`src/design/ocdd_pkg.sv`:
```
package ocdd_pkg;

    localparam int SAMPLE_WIDTH_DEF = 16;

    localparam int CFG_W     = 16;
    localparam int CFG_IDX_W = 1;
    localparam int COUNT_W   = 17;
    localparam int DELTA_W   = 16;

    // Register indexes on the configuration channel.
    localparam logic [CFG_IDX_W-1:0] REG_THRESHOLD = 1'b0;
    localparam logic [CFG_IDX_W-1:0] REG_RELEASE   = 1'b1;

    localparam logic [CFG_W-1:0] THRESHOLD_RESET = 16'd16384;
    localparam logic [CFG_W-1:0] RELEASE_RESET   = 16'd4800;

    localparam logic [DELTA_W-1:0] DELTA_SAT = 16'hFFFF;

    // Queue between the classifier and the detector.
    localparam int QUEUE_DEPTH = 2;
    localparam int QUEUE_PTR_W = 1;
    localparam int QUEUE_CNT_W = 2;

    // The divider produces one quotient bit per cycle.
    localparam int DIV_STEPS  = 16;
    localparam int DIV_STEP_W = 4;

    typedef struct packed {
        logic hit_a;
        logic hit_b;
    } hits_t;

endpackage

```
`src/design/ocdd_in_if.sv`:
```
interface ocdd_in_if #(
    parameter int SAMPLE_WIDTH = ocdd_pkg::SAMPLE_WIDTH_DEF
) ();
    logic                           valid;
    logic                           ready;
    logic signed [SAMPLE_WIDTH-1:0] sample_a;
    logic signed [SAMPLE_WIDTH-1:0] sample_b;

    modport source (output valid, output sample_a, output sample_b, input ready);
    modport sink   (input valid, input sample_a, input sample_b, output ready);
endinterface

```
`src/design/ocdd_out_if.sv`:
```
interface ocdd_out_if ();
    logic                            valid;
    logic                            ready;
    logic                            trigger;
    logic [ocdd_pkg::DELTA_W-1:0]    delta;
    logic [ocdd_pkg::COUNT_W-1:0]    hit_samples;

    modport source (output valid, output trigger, output delta, output hit_samples,
                    input ready);
    modport sink   (input valid, input trigger, input delta, input hit_samples,
                    output ready);
endinterface

```
`src/design/ocdd_cfg_if.sv`:
```
interface ocdd_cfg_if ();
    logic                           valid;
    logic                           ready;
    logic [ocdd_pkg::CFG_IDX_W-1:0] index;
    logic [ocdd_pkg::CFG_W-1:0]     data;

    modport source (output valid, output index, output data, input ready);
    modport sink   (input valid, input index, input data, output ready);
endinterface

```
`src/design/ocdd_front.sv`:
```
module ocdd_front #(
    parameter int SAMPLE_WIDTH = ocdd_pkg::SAMPLE_WIDTH_DEF
) (
    ocdd_in_if.sink                   samples,
    input  logic [ocdd_pkg::CFG_W-1:0] threshold,
    output logic                      push_valid,
    output ocdd_pkg::hits_t           push_data,
    input  logic                      push_ready
);

    localparam int MAG_W = SAMPLE_WIDTH + 1;
    localparam int CMP_W = (MAG_W > ocdd_pkg::CFG_W) ? MAG_W : ocdd_pkg::CFG_W;

    logic [MAG_W-1:0] ext_a;
    logic [MAG_W-1:0] ext_b;
    logic [MAG_W-1:0] mag_a;
    logic [MAG_W-1:0] mag_b;
    logic [CMP_W-1:0] thr_cmp;

    // One extra bit keeps the magnitude of the most negative sample exact.
    assign ext_a = {samples.sample_a[SAMPLE_WIDTH-1], samples.sample_a};
    assign ext_b = {samples.sample_b[SAMPLE_WIDTH-1], samples.sample_b};
    assign mag_a = ext_a[MAG_W-1] ? (~ext_a + 1'b1) : ext_a;
    assign mag_b = ext_b[MAG_W-1] ? (~ext_b + 1'b1) : ext_b;

    assign thr_cmp = CMP_W'(threshold);

    assign push_data.hit_a = CMP_W'(mag_a) >= thr_cmp;
    assign push_data.hit_b = CMP_W'(mag_b) >= thr_cmp;
    assign push_valid      = samples.valid;
    assign samples.ready   = push_ready;

endmodule

```
`src/design/ocdd_queue.sv`:
```
module ocdd_queue (
    input  logic            clk,
    input  logic            rst_n,
    input  logic            push_valid,
    input  ocdd_pkg::hits_t push_data,
    output logic            push_ready,
    output logic            pop_valid,
    output ocdd_pkg::hits_t pop_data,
    input  logic            pop_ready
);

    ocdd_pkg::hits_t                     entries_reg [ocdd_pkg::QUEUE_DEPTH];
    logic [ocdd_pkg::QUEUE_PTR_W-1:0]    wr_ptr_reg;
    logic [ocdd_pkg::QUEUE_PTR_W-1:0]    rd_ptr_reg;
    logic [ocdd_pkg::QUEUE_CNT_W-1:0]    count_reg;
    logic [ocdd_pkg::QUEUE_CNT_W-1:0]    count_next;
    logic                                push;
    logic                                pop;

    assign push_ready = count_reg != ocdd_pkg::QUEUE_CNT_W'(ocdd_pkg::QUEUE_DEPTH);
    assign pop_valid  = count_reg != '0;
    assign pop_data   = entries_reg[rd_ptr_reg];
    assign push       = push_valid && push_ready;
    assign pop        = pop_valid && pop_ready;

    always_comb
    begin
        count_next = count_reg;
        if (push && !pop)
        begin
            count_next = count_reg + 1'b1;
        end
        else if (pop && !push)
        begin
            count_next = count_reg - 1'b1;
        end
    end

    always_ff @(posedge clk or negedge rst_n)
    begin
        if (!rst_n)
        begin
            wr_ptr_reg <= '0;
            rd_ptr_reg <= '0;
            count_reg  <= '0;
        end
        else
        begin
            count_reg <= count_next;
            if (push)
            begin
                wr_ptr_reg <= wr_ptr_reg + 1'b1;
            end
            if (pop)
            begin
                rd_ptr_reg <= rd_ptr_reg + 1'b1;
            end
        end
    end

    always_ff @(posedge clk)
    begin
        if (push)
        begin
            entries_reg[wr_ptr_reg] <= push_data;
        end
    end

endmodule

```
`src/design/ocdd_back.sv`:
```
module ocdd_back (
    input  logic                       clk,
    input  logic                       rst_n,
    input  logic                       pop_valid,
    input  ocdd_pkg::hits_t            pop_data,
    output logic                       pop_ready,
    input  logic [ocdd_pkg::CFG_W-1:0] release_samples,
    ocdd_out_if.source                 results
);

    localparam logic [1:0] MODE_WAITING   = 2'd0;
    localparam logic [1:0] MODE_HIT_A     = 2'd1;
    localparam logic [1:0] MODE_HIT_B     = 2'd2;
    localparam logic [1:0] MODE_RELEASING = 2'd3;

    localparam logic SEQ_RUN = 1'b0;
    localparam logic SEQ_DIV = 1'b1;

    localparam int CW = ocdd_pkg::COUNT_W;
    localparam int DW = ocdd_pkg::DELTA_W;

    logic [1:0]                       mode_reg,  mode_next;
    logic                             seq_reg,   seq_next;
    logic [CW-1:0]                    count_reg, count_next;
    logic [DW-1:0]                    last_delta_reg, last_delta_next;
    logic                             out_valid_reg, out_valid_next;
    logic                             out_trigger_reg, out_trigger_next;
    logic [DW-1:0]                    out_delta_reg, out_delta_next;
    logic [CW-1:0]                    out_hits_reg, out_hits_next;
    logic [DW-1:0]                    rem_reg, rem_next;
    logic [DW-1:0]                    lo_reg, lo_next;
    logic [DW-1:0]                    quo_reg, quo_next;
    logic [ocdd_pkg::DIV_STEP_W-1:0]  step_reg, step_next;

    logic          out_free;
    logic          take;
    logic [CW-1:0] inc;
    logic          expired;
    logic          hit;
    logic [CW-1:0] hit_cnt;
    logic          other;
    logic          sat;
    logic [CW-1:0] rel_ext;
    logic [CW-1:0] trial;
    logic [CW-1:0] diff;
    logic          ge;

    assign out_free  = !out_valid_reg || results.ready;
    assign pop_ready = (seq_reg == SEQ_RUN) && out_free;
    assign take      = pop_valid && pop_ready;
    assign inc       = count_reg + 1'b1;
    assign rel_ext   = CW'(release_samples);
    assign expired   = inc > rel_ext;

    // A quotient above the 16-bit range means count >= 2 * release_samples.
    assign sat = hit_cnt >= {release_samples, 1'b0};

    assign trial = {rem_reg, lo_reg[DW-1]};
    assign ge    = trial >= rel_ext;
    assign diff  = trial - rel_ext;

    always_comb
    begin
        mode_next        = mode_reg;
        seq_next         = seq_reg;
        count_next       = count_reg;
        last_delta_next  = last_delta_reg;
        out_valid_next   = out_valid_reg && !results.ready;
        out_trigger_next = out_trigger_reg;
        out_delta_next   = out_delta_reg;
        out_hits_next    = out_hits_reg;
        rem_next         = rem_reg;
        lo_next          = lo_reg;
        quo_next         = quo_reg;
        step_next        = step_reg;
        hit              = 1'b0;
        hit_cnt          = '0;
        other            = 1'b0;

        if (take)
        begin
            unique case (mode_reg)
                MODE_WAITING:
                begin
                    if (pop_data.hit_a && pop_data.hit_b)
                    begin
                        hit     = 1'b1;
                        hit_cnt = count_reg;
                    end
                    else if (pop_data.hit_a)
                    begin
                        mode_next = MODE_HIT_A;
                    end
                    else if (pop_data.hit_b)
                    begin
                        mode_next = MODE_HIT_B;
                    end
                end
                MODE_HIT_A, MODE_HIT_B:
                begin
                    other = (mode_reg == MODE_HIT_A) ? pop_data.hit_b : pop_data.hit_a;
                    if (other)
                    begin
                        hit     = 1'b1;
                        hit_cnt = inc;
                    end
                    else if (expired)
                    begin
                        mode_next  = MODE_WAITING;
                        count_next = '0;
                    end
                    else
                    begin
                        count_next = inc;
                    end
                end
                MODE_RELEASING:
                begin
                    if (expired)
                    begin
                        mode_next  = MODE_WAITING;
                        count_next = '0;
                    end
                    else
                    begin
                        count_next = inc;
                    end
                end
                default:
                begin
                    mode_next = MODE_WAITING;
                end
            endcase

            if (hit)
            begin
                mode_next        = MODE_RELEASING;
                count_next       = '0;
                out_trigger_next = 1'b1;
                out_hits_next    = hit_cnt;
                if (sat)
                begin
                    out_delta_next  = ocdd_pkg::DELTA_SAT;
                    last_delta_next = ocdd_pkg::DELTA_SAT;
                    out_valid_next  = 1'b1;
                end
                else
                begin
                    // Dividend is hit_cnt << 15; its top bits seed the remainder.
                    seq_next  = SEQ_DIV;
                    rem_next  = hit_cnt[CW-1:1];
                    lo_next   = {hit_cnt[0], {(DW-1){1'b0}}};
                    step_next = '0;
                end
            end
            else
            begin
                out_trigger_next = 1'b0;
                out_hits_next    = '0;
                out_delta_next   = last_delta_reg;
                out_valid_next   = 1'b1;
            end
        end
        else if (seq_reg == SEQ_DIV)
        begin
            rem_next  = ge ? diff[DW-1:0] : trial[DW-1:0];
            quo_next  = {quo_reg[DW-2:0], ge};
            lo_next   = {lo_reg[DW-2:0], 1'b0};
            step_next = step_reg + 1'b1;
            if (step_reg == ocdd_pkg::DIV_STEP_W'(ocdd_pkg::DIV_STEPS - 1))
            begin
                seq_next        = SEQ_RUN;
                out_delta_next  = {quo_reg[DW-2:0], ge};
                last_delta_next = {quo_reg[DW-2:0], ge};
                out_valid_next  = 1'b1;
            end
        end
    end

    always_ff @(posedge clk or negedge rst_n)
    begin
        if (!rst_n)
        begin
            mode_reg       <= MODE_WAITING;
            seq_reg        <= SEQ_RUN;
            count_reg      <= '0;
            last_delta_reg <= '0;
            out_valid_reg  <= 1'b0;
        end
        else
        begin
            mode_reg       <= mode_next;
            seq_reg        <= seq_next;
            count_reg      <= count_next;
            last_delta_reg <= last_delta_next;
            out_valid_reg  <= out_valid_next;
        end
    end

    always_ff @(posedge clk)
    begin
        out_trigger_reg <= out_trigger_next;
        out_delta_reg   <= out_delta_next;
        out_hits_reg    <= out_hits_next;
        rem_reg         <= rem_next;
        lo_reg          <= lo_next;
        quo_reg         <= quo_next;
        step_reg        <= step_next;
    end

    assign results.valid       = out_valid_reg;
    assign results.trigger     = out_trigger_reg;
    assign results.delta       = out_delta_reg;
    assign results.hit_samples = out_hits_reg;

endmodule

```
`src/design/two_channel_onset_delta_detector.sv`:
```
// Channel   Dir   Payload                                  Accepted when
// samples   in    sample_a, sample_b (signed)              valid && ready
// results   out   trigger, delta (Q1.15), hit_samples      valid && ready
// cfg       in    index (0 threshold, 1 release), data     valid && ready (always ready)
//
// An item that ends in no pair hit passes the detector into a registered result; the
// front is combinational and the two-entry queue registers the item, so such items
// stream one per cycle while the result output does not stall. A pair hit holds the detector
// while the one-bit-per-cycle divider forms delta; a hit whose delta saturates skips it.
// Reset clears the mode, the count, the held delta, the queue and the output valid.
// A stalled result output holds the detector; the queue keeps taking items until full.
module two_channel_onset_delta_detector #(
    parameter int SAMPLE_WIDTH = ocdd_pkg::SAMPLE_WIDTH_DEF
) (
    input  logic        clk,
    input  logic        rst_n,
    ocdd_in_if.sink     samples,
    ocdd_out_if.source  results,
    ocdd_cfg_if.sink    cfg
);

    logic [ocdd_pkg::CFG_W-1:0] threshold_reg;
    logic [ocdd_pkg::CFG_W-1:0] release_reg;

    logic            push_valid;
    ocdd_pkg::hits_t push_data;
    logic            push_ready;
    logic            pop_valid;
    ocdd_pkg::hits_t pop_data;
    logic            pop_ready;

    assign cfg.ready = 1'b1;

    always_ff @(posedge clk or negedge rst_n)
    begin
        if (!rst_n)
        begin
            threshold_reg <= ocdd_pkg::THRESHOLD_RESET;
            release_reg   <= ocdd_pkg::RELEASE_RESET;
        end
        else if (cfg.valid)
        begin
            unique case (cfg.index)
                ocdd_pkg::REG_THRESHOLD: threshold_reg <= cfg.data;
                ocdd_pkg::REG_RELEASE:   release_reg   <= cfg.data;
                default:                 ;
            endcase
        end
    end

    ocdd_front #(
        .SAMPLE_WIDTH (SAMPLE_WIDTH)
    ) u_front (
        .samples    (samples),
        .threshold  (threshold_reg),
        .push_valid (push_valid),
        .push_data  (push_data),
        .push_ready (push_ready)
    );

    ocdd_queue u_queue (
        .clk        (clk),
        .rst_n      (rst_n),
        .push_valid (push_valid),
        .push_data  (push_data),
        .push_ready (push_ready),
        .pop_valid  (pop_valid),
        .pop_data   (pop_data),
        .pop_ready  (pop_ready)
    );

    ocdd_back u_back (
        .clk             (clk),
        .rst_n           (rst_n),
        .pop_valid       (pop_valid),
        .pop_data        (pop_data),
        .pop_ready       (pop_ready),
        .release_samples (release_reg),
        .results         (results)
    );

endmodule

```
`src/flat_wrapper.sv`:
```
// flat-port wrapper written by rule: the top's interface ports become plain ports
module two_channel_onset_delta_detector_flat 
#(
    parameter int SAMPLE_WIDTH = ocdd_pkg::SAMPLE_WIDTH_DEF
)
  (clk, rst_n, samples_valid, samples_sample_a, samples_sample_b, samples_ready, results_valid, results_trigger, results_delta, results_hit_samples, results_ready, cfg_valid, cfg_index, cfg_data, cfg_ready);
  ocdd_in_if #(.SAMPLE_WIDTH(SAMPLE_WIDTH)) samples_i ();
  ocdd_out_if results_i ();
  ocdd_cfg_if cfg_i ();
  input  logic clk;
  input  logic rst_n;
  input wire logic [$bits(samples_i.valid)-1:0] samples_valid;
  input wire logic [$bits(samples_i.sample_a)-1:0] samples_sample_a;
  input wire logic [$bits(samples_i.sample_b)-1:0] samples_sample_b;
  output wire logic [$bits(samples_i.ready)-1:0] samples_ready;
  output wire logic [$bits(results_i.valid)-1:0] results_valid;
  output wire logic [$bits(results_i.trigger)-1:0] results_trigger;
  output wire logic [$bits(results_i.delta)-1:0] results_delta;
  output wire logic [$bits(results_i.hit_samples)-1:0] results_hit_samples;
  input wire logic [$bits(results_i.ready)-1:0] results_ready;
  input wire logic [$bits(cfg_i.valid)-1:0] cfg_valid;
  input wire logic [$bits(cfg_i.index)-1:0] cfg_index;
  input wire logic [$bits(cfg_i.data)-1:0] cfg_data;
  output wire logic [$bits(cfg_i.ready)-1:0] cfg_ready;
  assign samples_i.valid = samples_valid;
  assign samples_i.sample_a = samples_sample_a;
  assign samples_i.sample_b = samples_sample_b;
  assign samples_ready = samples_i.ready;
  assign results_valid = results_i.valid;
  assign results_trigger = results_i.trigger;
  assign results_delta = results_i.delta;
  assign results_hit_samples = results_i.hit_samples;
  assign results_i.ready = results_ready;
  assign cfg_i.valid = cfg_valid;
  assign cfg_i.index = cfg_index;
  assign cfg_i.data = cfg_data;
  assign cfg_ready = cfg_i.ready;
  two_channel_onset_delta_detector #(.SAMPLE_WIDTH(SAMPLE_WIDTH)) u_core (.clk(clk), .rst_n(rst_n), .samples(samples_i), .results(results_i), .cfg(cfg_i));
endmodule
```
`config.mk`:
```
export PLATFORM = sky130hd
export DESIGN_NAME = two_channel_onset_delta_detector_flat
export DESIGN_NICKNAME = d
export VERILOG_FILES = /design/src/design/ocdd_pkg.sv /design/src/design/ocdd_in_if.sv /design/src/design/ocdd_out_if.sv /design/src/design/ocdd_cfg_if.sv /design/src/design/ocdd_front.sv /design/src/design/ocdd_queue.sv /design/src/design/ocdd_back.sv /design/src/design/two_channel_onset_delta_detector.sv /design/src/flat_wrapper.sv
export SDC_FILE = /design/constraint.sdc
export NUM_CORES = 1
export LEC_CHECK = 0
export BUFFER_PORTS_ARGS = -buffer_cell sky130_fd_sc_hd__buf_2
export CAP_MARGIN = 20
export CORE_MARGIN = 4
export CORE_UTILIZATION = 60
export DETAILED_ROUTE_END_ITERATION = 6
export GPL_TIMING_DRIVEN = 0
export PLACE_DENSITY_LB_ADDON = 0.2
export SETUP_SLACK_MARGIN = 0.02
export SYNTH_ARGS = -nofsm -noshare
export SYNTH_HDL_FRONTEND = slang
export SYNTH_SLANG_ARGS = --single-unit
```
`constraint.sdc`:
```
create_clock -name clk -period 6 [get_ports clk]
set_input_delay 1.2 -clock clk [delete_from_list [all_inputs] [get_ports clk]]
set_output_delay 1.2 -clock clk [all_outputs]
set_load 0.02 [all_outputs]
```
==> qor.json <==
{
  "outcome": "complete, no violations",
  "design.final.nets": 1229,
  "die_w_um": 134,
  "route.layer.met1.wl_mm": 9.75,
  "coreArea_um2": 15300,
  "io-pin-count": 91,
  "maximum_number_of_pins_on_one_net_before_global_route_repair": 53,
  "cts_buffers": 17,
  "cts_tree": "done",
  "ctsLongestPathBuffers": 2,
  "worstHoldPathType": "flip-flop to flip-flop",
  "drt_wl_total_mm": 22.9,
  "maxSlewViolCount": 0,
  "synth_seq_cells": 147,
  "worst_setup_path_end_kind": "flip-flop",
  "ys_dominant_reg_cell": "sky130_fd_sc_hd__edfxtp_1",
  "worst_max_slew_margin_expressed_relative_to_the_limit_pct": 33.1,
  "met3RoutedLength_mm": 1.59,
  "final.period_utilization_pct": 87.3,
  "synth_top_cell_area_share_pct": 23.5,
  "gpl.final_weighted_congestion": 0.934,
  "data_arrival_time_of_the_critical_path_ns": 5.24,
  "post_drt_wl_per_cell_um": 17.5,
  "synth_area_um2": 9450,
  "worst_path_top_cell_family_by_delay": "compound AO/OA/AOI/OAI gates",
  "grt_antenna_before_repair": 0,
  "fin_tns_setup_ns": 0,
  "clkSinkCount": 147,
  "timing.critical_path.required_ns": 6.00,
  "clk_pin_slew_worst_paths_ns": 0.06,
  "unrepaired_setup_endpoints_after_global_routing": "no",
  "final_hold_slack_ns": 0.484,
  "htree_num_levels": 4,
  "synth-edff-count": 74,
  "dp.final_hpwl_mm": 17.4,
  "setup-violations-final": 0,
  "finalCoreUtilization_pct": 70.5,
  "grtUsageTotal_pct": 26.3,
  "synth_seq_area_share_pct": 42.9,
  "synth.net_count": 1119,
  "worst_clock_skew_ns": 0.0135,
  "cpPeakStageDelay_ns": 0.51,
  "drtAntennaViolNets": 0,
  "synthDistinctLibCells": 72,
  "finalPower_uw": 3830,
  "die_height_um": 134,
  "drt-initial-drc-count": 675,
  "rows": 45,
  "mean_area_per_synthesized_cell_um2": 9.70,
  "postCtsResizedCells": 0,
  "highest-signal-layer": "met4",
  "timing.critical_path.fanout_max": 16,
  "cts-root-buf": "sky130_fd_sc_hd__clkbuf_16",
  "layout_setup_ws_ns": 0.761,
  "maxCapViolations": 0,
  "irDropWorstVdd_v": 0.000195,
  "cts_post_setup_buffers_inserted": 0,
  "drtPass1Iterations": 5,
  "syn_to_final_growth_pct": 14.2,
  "routed_via_density": 5.90,
  "dp_worst_setup_slack_ns": 0.372,
  "drt_drc_violations_left": 0,
  "critPathLaunchType": "input port",
  "grt.overflow.total": 0,
  "met2WireLength_mm": 10.9,
  "max_clock_freq_mhz": 191,
  "vias": 7723,
  "synthArstFlopShare_pct": 49.7,
  "leading_post_synthesis_cells_by_cell_area": "sky130_fd_sc_hd__edfxtp_1 (24%), sky130_fd_sc_hd__dfrtp_1 (18%), sky130_fd_sc_hd__ha_1 (12%), sky130_fd_sc_hd__nor2_1 (4.6%), sky130_fd_sc_hd__xnor2_1 (4.4%)",
  "static_leakage_uw": 0.00476,
  "timing.critical_path.cells": "buf_2, nor2b_1, or3_1, clkbuf_1, inv_2, nand2_1, clkbuf_1, nor2_1, ha_1, a21o_1, a21oi_1, nor2b_1, a2111oi_0, a311oi_1, o31ai_1, nand2_1",
  "path_buf_inv": 4,
  "max_slew.worst_pin.slew_ns": 0.993,
  "yosysTopAreaCell": "sky130_fd_sc_hd__edfxtp_1",
  "design.die.area_um2": 17800,
  "p_per_area_nw_per_um2": 355,
  "finalHoldViolCount": 0,
  "cell_with_the_biggest_individual_delay_on_the_critical_path": "sky130_fd_sc_hd__nand2_1",
  "synth-warning-count": 0,
  "first_global_vias": 7574,
  "effective_utilization_at_floorplan_pct": 61.7,
  "layout-drive-gt1-share_pct": 15.4,
  "layout_min_cycle_time_ns": 5.24,
  "insertion_delay_ns": 0.43,
  "number_of_buffers_added_to_fix_hold_violations_after_cts": 0,
  "crit_type": "input port to flip-flop",
  "post_synth_inst_count": 975,
  "first_pass_grt_wire_length_mm": 37.4,
  "antenna_cells_inserted": 0,
  "io_buffer_count": 89
}
## worst register-to-register path, cell delays in order, from the launching register on
cell and delay, ns:
sky130_fd_sc_hd__dfrtp_1 0.35, sky130_fd_sc_hd__buf_2 0.16, sky130_fd_sc_hd__and3_1 0.20, sky130_fd_sc_hd__o21ai_0 0.79
sky130_fd_sc_hd__o21ai_0 0.25, sky130_fd_sc_hd__a21oi_1 0.40, sky130_fd_sc_hd__nor2_1 0.08, sky130_fd_sc_hd__ha_1 0.30
sky130_fd_sc_hd__a21o_1 0.18, sky130_fd_sc_hd__a21oi_1 0.15, sky130_fd_sc_hd__nor2b_1 0.06, sky130_fd_sc_hd__a2111oi_0 0.37
sky130_fd_sc_hd__a311oi_1 0.26, sky130_fd_sc_hd__o31ai_1 0.39, sky130_fd_sc_hd__nand2_1 0.51
## per-layer routing
layer | vias up | GRT usage, %
met3 | 52 | 5.06
met4 | 0 | 10.2
met1 | 3649 | 34.1
met2 | 297 | 43.9
met5 | - | 0
li1 | 3725 | -
## synth_stat cells, types with 20 or more instances
master / instances
sky130_fd_sc_hd__clkbuf_1: 26
sky130_fd_sc_hd__nor2_1: 116
sky130_fd_sc_hd__nand2_1: 72
sky130_fd_sc_hd__xnor2_1: 47
sky130_fd_sc_hd__mux2_2: 20
sky130_fd_sc_hd__o21ai_0: 68
sky130_fd_sc_hd__dfrtp_1: 68
sky130_fd_sc_hd__ha_1: 89
sky130_fd_sc_hd__a21oi_1: 74
sky130_fd_sc_hd__edfxtp_1: 74
sky130_fd_sc_hd__inv_1: 58
sky130_fd_sc_hd__nand3_1: 20
## metrics by stage
stage / instances / cell area [um2]
2_1_floorplan: 975 / 9450
5_1_grt: 1309 / 10800
3_3_place_gp: 1275 / 10200
6_report: 1309 / 10800
4_1_cts: 1309 / 10800
3_5_place_dp: 1277 / 10200
## power breakdown
part / total [uW] / internal [uW] / switching (uW) / leakage (uW)
clock network: 1060 / 620 / 440 / 0.000279
registers: 1460 / 1350 / 107 / 0.00157
logic: 1320 / 482 / 835 / 0.00292
## placed cells by master, fill, tap and decap left out, types with 3 or more instances in the layout
master and instances:
sky130_fd_sc_hd__a31oi_1 12, sky130_fd_sc_hd__nor2_1 116, sky130_fd_sc_hd__and3_1 11, sky130_fd_sc_hd__buf_2 96, sky130_fd_sc_hd__and2_1 17, sky130_fd_sc_hd__xnor2_1 47, sky130_fd_sc_hd__a22o_1 3, sky130_fd_sc_hd__o21bai_1 5
sky130_fd_sc_hd__a221oi_1 3, sky130_fd_sc_hd__o31ai_1 14, sky130_fd_sc_hd__o211ai_1 7, sky130_fd_sc_hd__a21o_1 17, sky130_fd_sc_hd__o21a_1 7, sky130_fd_sc_hd__dfrtp_1 68, sky130_fd_sc_hd__clkbuf_1 28, sky130_fd_sc_hd__nand2_1 72
sky130_fd_sc_hd__edfxtp_1 74, sky130_fd_sc_hd__o21ai_0 68, sky130_fd_sc_hd__nand4_1 12, sky130_fd_sc_hd__ha_1 89, sky130_fd_sc_hd__dfstp_2 5, sky130_fd_sc_hd__inv_6 5, sky130_fd_sc_hd__nor3_1 10, sky130_fd_sc_hd__or3_1 7
sky130_fd_sc_hd__clkbuf_16 17, sky130_fd_sc_hd__a21oi_1 73, sky130_fd_sc_hd__xor2_1 16, sky130_fd_sc_hd__nand3_1 20, sky130_fd_sc_hd__o22ai_1 6, sky130_fd_sc_hd__nor2b_1 5, sky130_fd_sc_hd__nand2b_1 15, sky130_fd_sc_hd__o41ai_1 3
sky130_fd_sc_hd__mux2i_1 12, sky130_fd_sc_hd__inv_1 58, sky130_fd_sc_hd__mux2_2 20
## area by class of cell
cell class              count  area, um2
fillers                  1211       4520
well taps                 211        264
repair buffers             91        490
clock buffers              19        433
multi-input cells         732       5020
flip-flops and latches    147       4060
inverters                  59        221
clock inverters            13        148
plain buffers              37        160
## cells by family (layout without fill, tap and decap cells)
| kind of cell | Yosys count | after routing | synth area share [%] |
|---|---|---|---|
| buffers and inverters | 96 | 219 | 4.02 |
| muxes | 33 | 33 | 3.89 |
| AOI/OAI and AO/OA | 244 | 244 | 16.1 |
| adders and majority gates | 90 | 90 | 12.0 |
| and+or+nand+nor | 301 | 301 | 15.2 |
| DFF | 147 | 147 | 42.9 |
| other | 1 | 1 | 0.0397 |
| xor gates and xnor gates | 63 | 63 | 5.84 |
## worst paths after layout
path / startpoint / to / slack (ns) / cells after the start
worst max register to register: u_core.u_queue.rd_ptr_reg / u_core.u_back.results.delta[0] / 1.12 / 14
worst min register to register: u_core.u_back.quo_reg[11] / u_core.u_back.quo_reg[12] / 0.48 / 0
worst max-delay path: results_ready / u_core.u_back.results.delta[0] / 0.76 / 16
max in group asynchronous: rst_n / u_core.release_reg[7] / 4.69 / 2
min in group asynchronous: rst_n / u_core.u_back.last_delta_reg[3] / 0.68 / 1
worst min-delay path: u_core.u_back.quo_reg[11] / u_core.u_back.quo_reg[12] / 0.48 / 0
Note: power is estimated with default switching activity, not from simulation.
